$ cat src/sm3_pkg.sv
`default_nettype none
// ----------------------------------------------------------------------------
// sm3_pkg
// Types and constants shared by the SM3 hash engine.
// ----------------------------------------------------------------------------
package sm3_pkg;

  typedef struct packed {
    logic       action;
    logic [7:0] data_byte;
  } in_item_t;

  typedef struct packed {
    logic [31:0] digest_word;
    logic        last_word;
  } out_item_t;

  localparam logic ACT_ABSORB = 1'b0;
  localparam logic ACT_FINISH = 1'b1;

  localparam logic [31:0] T_LOW  = 32'h79cc4519;
  localparam logic [31:0] T_HIGH = 32'h7a879d8a;
  localparam logic [7:0]  PAD_BYTE = 8'h80;

  localparam logic [255:0] IV = {
    32'h7380166f, 32'h4914b2b9, 32'h172442d7, 32'hda8a0600,
    32'ha96f30bc, 32'h163138aa, 32'he38dee4d, 32'hb0fb0e4e
  };

  function automatic logic [31:0] rol(input logic [31:0] x, input logic [4:0] n);
    logic [63:0] d;
    d = {x, x} << n;
    return d[63:32];
  endfunction

  function automatic logic [31:0] p0(input logic [31:0] x);
    return x ^ rol(x, 5'd9) ^ rol(x, 5'd17);
  endfunction

  function automatic logic [31:0] p1(input logic [31:0] x);
    return x ^ rol(x, 5'd15) ^ rol(x, 5'd23);
  endfunction

endpackage
`default_nettype wire

$ cat src/sm3_queue.sv
`default_nettype none
// ----------------------------------------------------------------------------
// sm3_queue
// Small request queue between the front end and the compression engine.
// ----------------------------------------------------------------------------
module sm3_queue (
  input  wire               clk,
  input  wire               rst,
  input  sm3_pkg::in_item_t wr_data,
  input  wire               wr_en,
  output logic              full,
  output sm3_pkg::in_item_t rd_data,
  output logic              rd_valid,
  input  wire               rd_en
);
  sm3_pkg::in_item_t mem [4];
  logic [1:0] wptr, rptr;
  logic [2:0] count;

  assign full     = count[2];
  assign rd_valid = count != 3'd0;
  assign rd_data  = mem[rptr];

  always_ff @(posedge clk) begin
    if (wr_en) mem[wptr] <= wr_data;
    if (rst) begin
      wptr  <= '0;
      rptr  <= '0;
      count <= '0;
    end else begin
      if (wr_en) wptr <= wptr + 2'd1;
      if (rd_en) rptr <= rptr + 2'd1;
      count <= count + {2'b0, wr_en} - {2'b0, rd_en};
    end
  end
endmodule
`default_nettype wire

$ cat src/sm3_core.sv
`default_nettype none
// ----------------------------------------------------------------------------
// sm3_core
// Message word registers, padding sequencer, one round per cycle compression,
// output.
// ----------------------------------------------------------------------------
module sm3_core (
  input  wire                clk,
  input  wire                rst,
  input  sm3_pkg::in_item_t  req,
  input  wire                req_valid,
  output logic               req_take,
  output sm3_pkg::out_item_t res,
  output logic               res_valid,
  input  wire                res_stall
);
  typedef enum logic [2:0] {
    S_IDLE, S_PADZ, S_LEN, S_ROUND, S_EMIT
  } state_t;

  state_t      state;
  logic [5:0]  fill;
  logic [63:0] bitlen;
  logic [255:0] chain, v;
  logic [31:0] w [16];
  logic [5:0]  rnd;
  logic        fin;
  logic        more;
  logic [2:0]  emit_i;

  logic [31:0] a12, ss1, ss2, ff, gg, tt1, tt2, wj, wj4, wnew, tj;
  logic [31:0] va, vb, vc, vd, ve, vf, vg, vh;

  assign req_take = (state == S_IDLE) && req_valid;

  always_comb begin
    {va, vb, vc, vd, ve, vf, vg, vh} = v;
    wj   = w[0];
    wj4  = w[4];
    tj   = (rnd < 6'd16) ? sm3_pkg::T_LOW : sm3_pkg::T_HIGH;
    a12  = sm3_pkg::rol(va, 5'd12);
    ss1  = sm3_pkg::rol(a12 + ve + sm3_pkg::rol(tj, rnd[4:0]), 5'd7);
    ss2  = ss1 ^ a12;
    if (rnd < 6'd16) begin
      ff = va ^ vb ^ vc;
      gg = ve ^ vf ^ vg;
    end else begin
      ff = (va & vb) | (va & vc) | (vb & vc);
      gg = (ve & vf) | (~ve & vg);
    end
    tt1  = ff + vd + ss2 + (wj ^ wj4);
    tt2  = gg + vh + ss1 + wj;
    wnew = sm3_pkg::p1(w[0] ^ w[7] ^ sm3_pkg::rol(w[13], 5'd15))
           ^ sm3_pkg::rol(w[3], 5'd7) ^ w[10];
  end

  always_ff @(posedge clk) begin
    if (rst) begin
      state     <= S_IDLE;
      fill      <= '0;
      bitlen    <= '0;
      chain     <= sm3_pkg::IV;
      res_valid <= 1'b0;
      fin       <= 1'b0;
      more      <= 1'b0;
      emit_i    <= '0;
      rnd       <= '0;
    end else begin
      case (state)
        S_IDLE: begin
          if (req_valid) begin
            if (req.action == sm3_pkg::ACT_ABSORB) begin
              w[fill[5:2]][{~fill[1:0], 3'b0} +: 8] <= req.data_byte;
              fill   <= fill + 6'd1;
              bitlen <= bitlen + 64'd8;
              fin    <= 1'b0;
              if (fill == 6'd63) begin
                v <= chain; rnd <= '0; state <= S_ROUND;
              end
            end else begin
              w[fill[5:2]][{~fill[1:0], 3'b0} +: 8] <= sm3_pkg::PAD_BYTE;
              fill <= fill + 6'd1;
              fin  <= 1'b1;
              if (fill == 6'd63) begin
                more <= 1'b1; v <= chain; rnd <= '0; state <= S_ROUND;
              end else state <= S_PADZ;
            end
          end
        end
        S_PADZ: begin
          if (fill == 6'd56) state <= S_LEN;
          else begin
            w[fill[5:2]][{~fill[1:0], 3'b0} +: 8] <= 8'h00;
            fill <= fill + 6'd1;
            if (fill == 6'd63) begin
              more <= 1'b1; v <= chain; rnd <= '0; state <= S_ROUND;
            end
          end
        end
        S_LEN: begin
          w[fill[5:2]][{~fill[1:0], 3'b0} +: 8] <= bitlen[{~fill[2:0], 3'b0} +: 8];
          fill <= fill + 6'd1;
          if (fill == 6'd63) begin
            v <= chain; rnd <= '0; state <= S_ROUND;
          end
        end
        S_ROUND: begin
          for (int k = 0; k < 15; k++) w[k] <= w[k+1];
          w[15] <= wnew;
          v <= {tt1, va, sm3_pkg::rol(vb, 5'd9), vc,
                sm3_pkg::p0(tt2), ve, sm3_pkg::rol(vf, 5'd19), vg};
          rnd <= rnd + 6'd1;
          if (rnd == 6'd63) begin
            chain <= chain ^ {tt1, va, sm3_pkg::rol(vb, 5'd9), vc,
                              sm3_pkg::p0(tt2), ve, sm3_pkg::rol(vf, 5'd19), vg};
            if (!fin) state <= S_IDLE;
            else if (more) begin
              more  <= 1'b0;
              state <= S_PADZ;
            end else state <= S_EMIT;
          end
        end
        S_EMIT: begin
          if (!res_valid || !res_stall) begin
            res_valid       <= 1'b1;
            res.digest_word <= chain[{~emit_i, 5'd0} +: 32];
            res.last_word   <= emit_i == 3'd7;
            emit_i          <= emit_i + 3'd1;
            if (emit_i == 3'd7) begin
              state  <= S_IDLE;
              chain  <= sm3_pkg::IV;
              bitlen <= '0;
              fill   <= '0;
              fin    <= 1'b0;
            end
          end
        end
        default: state <= S_IDLE;
      endcase
      if (state != S_EMIT && res_valid && !res_stall) res_valid <= 1'b0;
    end
  end
endmodule
`default_nettype wire

$ cat src/sm3_hash.sv
`default_nettype none
// ----------------------------------------------------------------------------
// sm3_hash
// SM3 hash engine, byte input, eight word digest output.
// ----------------------------------------------------------------------------
// Requests pass through a four-entry queue; the engine absorbs one byte a cycle
// straight into the sixteen message word registers. The 64th byte of a block
// starts 64 rounds, one per cycle, during which the engine takes nothing: the
// queue holds up to four more requests and then stalls the input. Finish
// writes the pad byte, the zero bytes and the eight length bytes at one byte
// a cycle (with a switch state before the length), runs 64 rounds for each
// padded block (one or two), then emits eight words, first word first, one a
// cycle through an output register while the receiver does not stall.
module sm3_hash (
  input  wire                clk,
  input  wire                rst,
  input  sm3_pkg::in_item_t  in_data,
  input  wire                in_valid,
  output logic               in_stall,
  output sm3_pkg::out_item_t out_data,
  output logic               out_valid,
  input  wire                out_stall
);
  sm3_pkg::in_item_t q_data;
  logic q_full, q_valid, q_take;

  assign in_stall = q_full;

  sm3_queue u_queue (
    .clk, .rst,
    .wr_data (in_data), .wr_en (in_valid && !q_full), .full (q_full),
    .rd_data (q_data), .rd_valid (q_valid), .rd_en (q_take)
  );

  sm3_core u_core (
    .clk, .rst,
    .req (q_data), .req_valid (q_valid), .req_take (q_take),
    .res (out_data), .res_valid (out_valid), .res_stall (out_stall)
  );
endmodule
`default_nettype wire

$ cat config.mk
export PLATFORM = sky130hd
export DESIGN_NAME = sm3_hash
export DESIGN_NICKNAME = d
export VERILOG_FILES = /design/src/sm3_pkg.sv /design/src/sm3_queue.sv /design/src/sm3_core.sv /design/src/sm3_hash.sv
export SDC_FILE = /design/constraint.sdc
export NUM_CORES = 2
export LEC_CHECK = 0
export CAP_MARGIN = 25
export CELL_PAD_IN_SITES_DETAIL_PLACEMENT = 2
export CELL_PAD_IN_SITES_GLOBAL_PLACEMENT = 2
export CORE_UTILIZATION = 47
export DETAILED_ROUTE_END_ITERATION = 16
export DONT_BUFFER_PORTS = 1
export PLACE_DENSITY = 0.91
export SKIP_CTS_REPAIR_TIMING = 1
export SLEW_MARGIN = 5
export SYNTH_ARGS = -nofsm -noshare
export SYNTH_HDL_FRONTEND = slang
export SYNTH_SLANG_ARGS = --single-unit
$ cat constraint.sdc
create_clock -name clk -period 50.1 [get_ports clk]
set_input_delay 2.505 -clock clk [delete_from_list [all_inputs] [get_ports clk]]
set_output_delay 2.505 -clock clk [all_outputs]
set_load 0.01 [all_outputs]
## After elaboration in Yosys (flattened, before gate mapping)

Memory sizes are Yosys's and may differ from the RTL's. A register that Yosys moved wholly into a read port is not among the register bits.
Cells that the tools add are included.

| cells by class | value |
|---|---|
| add/subtract/negate cells | 17 |
| order comparisons | 1 |
| equal/unequal tests | 17 |
| shifts and indexed selects | 8 |
| multiplexer cells | 170 |
| bitwise logic cells | 124 |
| reduce and logical (&&, ||, !) cells | 27 |

Operators with widths:

| kind | number |
|---|---|
| $mux W256 | 6 |
| $pmux W256 S4 | 1 |
| $pmux W256 S2 | 1 |
| $xor A32 B32 Y32 | 14 |
| $add A32 B32 Y32 | 8 |
| $mux W32 | 8 |
| $mux W64 | 4 |
| $shiftx A256 B9 Y32 | 1 |
| $xor A256 B256 Y256 | 1 |
| $and A32 B32 Y32 | 5 |
| $pmux W64 S2 | 1 |
| $mux W1 | 123 |
| $or A1 B1 Y1 | 96 |
| $or A32 B32 Y32 | 3 |
| $add A64 B4 Y64 const B | 1 |
| $shiftx A64 B7 Y8 | 1 |
| $shiftx A8 B7 Y32 | 2 |
| $shiftx A8 B7 Y32 const A | 2 |
| $shl A64 B5 Y64 | 1 |
| $pmux W6 S4 | 2 |
| $mux W6 | 7 |
| $not A32 Y32 | 1 |
| $reduce_or A32 Y1 | 1 |
| $shift A8 B7 Y32 const A | 1 |
| other kinds (37) | 73 |

| word-level totals | value |
|---|---|
| register bits after elaboration | 637 |
| memory bits (writable) | 548 |
| input bits | 13 |
| memories | 2 |

Memory list:

| name | words | width | rd ports | clocked after Yosys merged registers in | write ports | RTL line | text |
|---|---|---|---|---|---|---|---|
| u_core.w | 16 | 32 | 16 | 0 | 16 | sm3_core.sv:25 | `logic [31:0] w [16];` |
| u_queue.mem | 4 | 9 | 1 | 1 | 1 | sm3_queue.sv:16 | `sm3_pkg::in_item_t mem [4];` |

## Longest topological paths before layout

| depth | value |
|---|---|
| depth in word-level cells | 12 |
| depth in mapped cells | 44 |
| mapped depth without buffers | 40 |

## Modules after synthesis

A second synthesis with hierarchy kept.

| second synthesis, totals | value |
|---|---|
| cells, all modules | 6152 |
| area total of the unflattened synthesis | 65008.6 µm² |

Modules (own cells, without submodules):

| module | instances | cells each | area an instance (µm²) | sequential area each (µm²) |
|---|---|---|---|---|
| sm3_core | 1 | 6063 | 63264.4 | 30819.6 |
| sm3_queue | 1 | 88 | 1730.4 | 1261.2 |
| sm3_hash | 1 | 1 | 13.8 | 0.0 |

## Worst setup path after synthesis

Ideal clock, no wire load.

| timing path | value |
|---|---|
| path kind | input to register |
| start | in rst |
| end | reg u_core.v[0], enable pin |
| setup time | 1228 ps |
| arrival | 21333 ps |
| data required time | 48872 ps |
| path slack | 27538 ps |
| cell stages on the path | 5 |
| cell sequence | clkbuf_1 > nor3_1 > o21bai_1 > nand2_1 > o21ai_0 |

| on the way | value |
|---|---|
| longest elaborated chain between the ends | 2 |

Ends and longest elaborated chain:

| what | RTL line | text |
|---|---|---|
| start, declared | sm3_hash.sv:16 | `input wire rst,` |
| $not A1 Y1 (no line) | -- |  |
| $reduce_and A4 Y1 (no line) | -- |  |
| end signal, assigned | sm3_core.sv:110 | `v <= {tt1, va, sm3_pkg::rol(vb, 5'd9), vc,` |
| end, declared | sm3_core.sv:24 | `logic [255:0] chain, v;` |

Every way passes these cells.
A chain may end at the register's enable or synchronous reset.

## Worst setup path in the final report

| timing path | value |
|---|---|
| start | reg u_core.rnd[4] |
| end | reg u_core.chain[250] |

| on the way | value |
|---|---|
| longest elaborated chain between the ends | 10 |
| elaborated cells on any way between the ends | 15 |
| classes of those cells | 4 x add/sub; 1 x order compare; 2 x eq/ne; 1 x shift; 4 x mux; 2 x bitwise; 1 x reduce/logical |

Ends and longest elaborated chain:

| what | RTL line | text |
|---|---|---|
| start, declared | sm3_core.sv:26 | `logic [5:0] rnd;` |
| start signal, assigned | sm3_core.sv:112 | `rnd <= rnd + 6'd1;` |
| $lt A6 B5 Y1 | sm3_core.sv:40, sm3_core.sv:44 |  |
| $mux W26 | sm3_core.sv:40 | `tj = (rnd < 6'd16) ? sm3_pkg::T_LOW : sm3_pkg::T_HIGH;` |
| $shl A64 B5 Y64 | sm3_pkg.sv:32 | `d = {x, x} << n;` |
| $add A32 B32 Y32 | sm3_core.sv:42 | `ss1 = sm3_pkg::rol(a12 + ve + sm3_pkg::rol(tj, rnd[4:0]), 5'd7);` |
| $xor A32 B32 Y32 | sm3_core.sv:43 | `ss2 = ss1 ^ a12;` |
| $add A32 B32 Y32 (2 in a row) | sm3_core.sv:51 | `tt1 = ff + vd + ss2 + (wj ^ wj4);` |
| $xor A256 B256 Y256 | sm3_core.sv:114 | `chain <= chain ^ {tt1, va, sm3_pkg::rol(vb, 5'd9), vc,` |
| $mux W256 | sm3_core.sv:113 | `if (rnd == 6'd63) begin` |
| $pmux W256 S2 | sm3_core.sv:69 | `case (state)` |
| end signal, assigned | sm3_core.sv:62 | `chain <= sm3_pkg::IV;` |
| end signal, assigned | sm3_core.sv:114 |  |
| end signal, assigned | sm3_core.sv:131 | `chain <= sm3_pkg::IV;` |
| end, declared | sm3_core.sv:24 |  |

Parallel ways exist; a longest one is shown, timed or not. The select of a mux whose other input is x is not followed.

==> results.sh <==
export IMPL_status="finished clean"
export IMPL_synth_warnings=0
export IMPL_reg2reg_slack_ps=39040
export IMPL_p_seq_frac=0.379
export IMPL_antenna_found_initial=17
export IMPL_slew_headroom=0.1192
export IMPL_whs_ps=519.7
export IMPL_ys_top_cells_by_count="888 x nand2_1, 837 x edfxtp_1, 505 x a21o_1"
export IMPL_cts_max_level=4
export IMPL_r2r_end="u_core.chain[250]$_SDFFE_PP0P_"
export IMPL_maxCapViolations=0
export IMPL_ir_drop_uv=35.82
export IMPL_yosysTopAreaCellShare=0.3867
export IMPL_synthTopCellsByArea="edfxtp_1 39%, dfxtp_1 11%, a21o_1 5.8%"
export IMPL_power_mw=2.970
export IMPL_row_count=136
export IMPL_place_worst_setup_slack_ps=39540
export IMPL_clockBufferDepth=3
export IMPL_crit_path_max_incr_delay_ps=700
export IMPL_ios=48
export IMPL_via_count=52690
export IMPL_slowest_stage="nor3_1"
export IMPL_fin_skew_ps=58.22
export IMPL_reg2reg_depth=37
export IMPL_grt_pass1_vias=57363
export IMPL_finalCritPeriodShare=0.2207
export IMPL_die_width_um=373.9
export IMPL_die_h_um=373.9
export IMPL_via_per_inst=6.635
export IMPL_multiInputGateArea_mm2=0.03057
export IMPL_start_kind="flop"
export IMPL_syn_avg_cell_area_um2=10.66
export IMPL_synthToLayoutAreaGrowth_pct=10.31
export IMPL_clock_fmax_ghz=0.09045
export IMPL_crit_start="u_core.rnd[4]$_SDFFE_PP0P_"
export IMPL_syn_nets=6409
export IMPL_first_pass_iters=5
export IMPL_core_mm2=0.1373
export IMPL_power_frac_comb=0.258
export IMPL_register_area_mm2=0.03209
export IMPL_power_density_mw_per_mm2=41.43
export IMPL_ant_nets=0
export IMPL_p_leak_nw=30.63
export IMPL_ys_ff_latch=1184
export IMPL_setup_viol=0
export IMPL_synth_edff_count=837
export IMPL_numCtsBuffers=140
export IMPL_power_switching_mw=1.014
export IMPL_grt_pass1_wl_mm=433.5
export IMPL_r2r_start="u_core.rnd[4]$_SDFFE_PP0P_"
export IMPL_setup_tns_ps=0
export IMPL_insertion_delay_ps=850
export IMPL_arrival_ps=11800
export IMPL_grt_max_degree=246
export IMPL_synth_most_common_cell="nand2_1"
export IMPL_max_slew_worst_pin_slew_ps=1312
export IMPL_drive_gt1_frac=0.08841
export IMPL_gp_congestion=0.9863
export IMPL_final_hold_viol_count=0
export IMPL_end_kind="flop"
export IMPL_ys_seq_area_frac=0.4935
export IMPL_start_util=0.4733
export IMPL_synth_area_leader_cell="edfxtp_1"
export IMPL_final_max_slew_viol_count=0
export IMPL_synthCells=6096
export IMPL_wl_per_cell_um=38.49
export IMPL_hpwlAfterDp_mm=202.7
export IMPL_io_buffers=0
export IMPL_gr_total_overflow=0
export IMPL_die_area_mm2=0.1398
export IMPL_crit_path_end="u_core.chain[250]$_SDFFE_PP0P_"
export IMPL_grt_usage=0.4335
export IMPL_crit_path_frequent_cell="a21oi_1"
export IMPL_cp_max_fo=50
export IMPL_hold_class="flop to flop"
export IMPL_clock_sinks=1184
export IMPL_rsz0062_at_grt="no"
export IMPL_swShare=0.3413
export IMPL_root_buffer="clkbuf_16"
export IMPL_synth_top_flop_cell="edfxtp_1"
export IMPL_cts_tree="done"
export IMPL_final_core_util=0.5221
export IMPL_clock_power_share=0.362
export IMPL_post_route_min_period_ps=11060
export IMPL_netlist_cell_type_count=91
export IMPL_internal_power_mw=1.957
export IMPL_wl_mm=305.6
export IMPL_dr_first_iter_drc_count=5183
export IMPL_worst_slack_ps=39040
export IMPL_cp_required_ps=50850
export IMPL_hp_start="u_core.w[8][3]$_DFFE_PP_"
export IMPL_drc=0
export IMPL_synthArstFlopShare=0
export IMPL_num_nets_final=6339
export IMPL_clk_transition_reported_paths_ps=70
export IMPL_fillers=13284
export IMPL_syn_area_mm2=0.06500
export IMPL_worstSetupPathType="flop to flop"
layer usage:
| metal | up-vias | global-route usage | routed length [µm] |
|---|---|---|---|
| met5 | - | 0 | 127 |
| li1 | 21155 | - | - |
| met3 | 1211 | 0.1107 | 24340 |
| met4 | 18 | 0.3788 | 31770 |
| met2 | 2922 | 0.7125 | 145600 |
| met1 | 27384 | 0.4646 | 103800 |
placed cells by master (no fill, tap or decap), types with 117 or more instances in the layout:
cell type,netlist,routed
a21o_1,505,505
a21oi_1,288,277
and3_1,117,117
clkbuf_16,0,144
dfxtp_1,347,343
edfxtp_1,837,837
fa_1,189,189
inv_1,309,309
nand2_1,888,887
nor2_1,343,338
o21ai_0,452,434
xnor2_1,358,356
xor2_1,244,244
cell type report:
| cell class | instances | area share |
|---|---|---|
| Sequential cell | 1184 | 0.4476 |
| Multi-Input combinational cell | 4262 | 0.4264 |
| Clock buffer | 194 | 0.05441 |
| Timing Repair Buffer | 125 | 0.01427 |
| Inverter | 313 | 0.01642 |
| Tap cell | 1794 | 0.03131 |
| Antenna cell | 5 | 0.0001745 |
| Clock inverter | 64 | 0.009458 |
power groups by stage:
stage	Clock, mW	Combinational (mW)	Sequential (mW)
after floorplan	0	0.442	1.13
after global placement	0	0.618	1.14
after detailed placement	0	0.694	1.15
after CTS	1.08	0.741	1.13
after global routing	1.10	0.784	1.13
final	1.08	0.767	1.13
worst min path at each step:
stage | to | slack, ps | cells after the start
2_1_floorplan | u_core.rnd[5]$_SDFFE_PP0P_ | 460 | 1
3_3_place_gp | u_core.more$_SDFFE_PP0P_ | 480 | 2
3_5_place_dp | u_core.chain[124]$_SDFFE_PP0P_ | 500 | 2
4_1_cts | u_core.chain[124]$_SDFFE_PP0P_ | 520 | 2
5_1_grt | u_core.w[7][3]$_DFFE_PP_ | 530 | 1
6_report | u_core.w[7][3]$_DFFE_PP_ | 520 | 1
flip-flops by register name, indices dropped and copies added (netlist names), 3 cells and up, named ones only:
name / count
u_core.bitlen: 61
u_core.chain: 256
u_core.emit_i: 3
u_core.fill: 6
u_core.res: 33
u_core.rnd: 6
u_core.state: 3
u_core.v: 256
u_core.w: 512
u_queue.count: 3
u_queue.mem: 36
critical path: cells and delay by family (launching register included):
| kind | cells | cell delay, ps |
|---|---|---|
| fa+ha+maj | 7 | 2690 |
| mux | 1 | 210 |
| flops | 1 | 310 |
| compound gates | 15 | 3880 |
| buf+inv | 4 | 1050 |
| xor+xnor | 3 | 870 |
| simple gates | 7 | 1970 |
stage by stage:
stage	cells	instance area (µm²)
2_1_floorplan	6096	65000
4_1_cts	7909	71450
6_report	7941	71700
5_1_grt	7936	71690
3_3_place_gp	7620	66630
3_5_place_dp	7651	66870
cells by family (layout without fill, tap and decap cells):
family	count (synthesis)	count (layout)	synth area share
simple gates	1672	1672	0.1126
compound gates	1461	1461	0.1418
flops	1184	1184	0.4935
buf+inv	650	696	0.03809
xor+xnor	607	607	0.08265
fa+ha+maj	300	300	0.07957
mux	222	222	0.05176
other cells	0	5	0
Note: power is estimated with default switching activity, not from simulation.
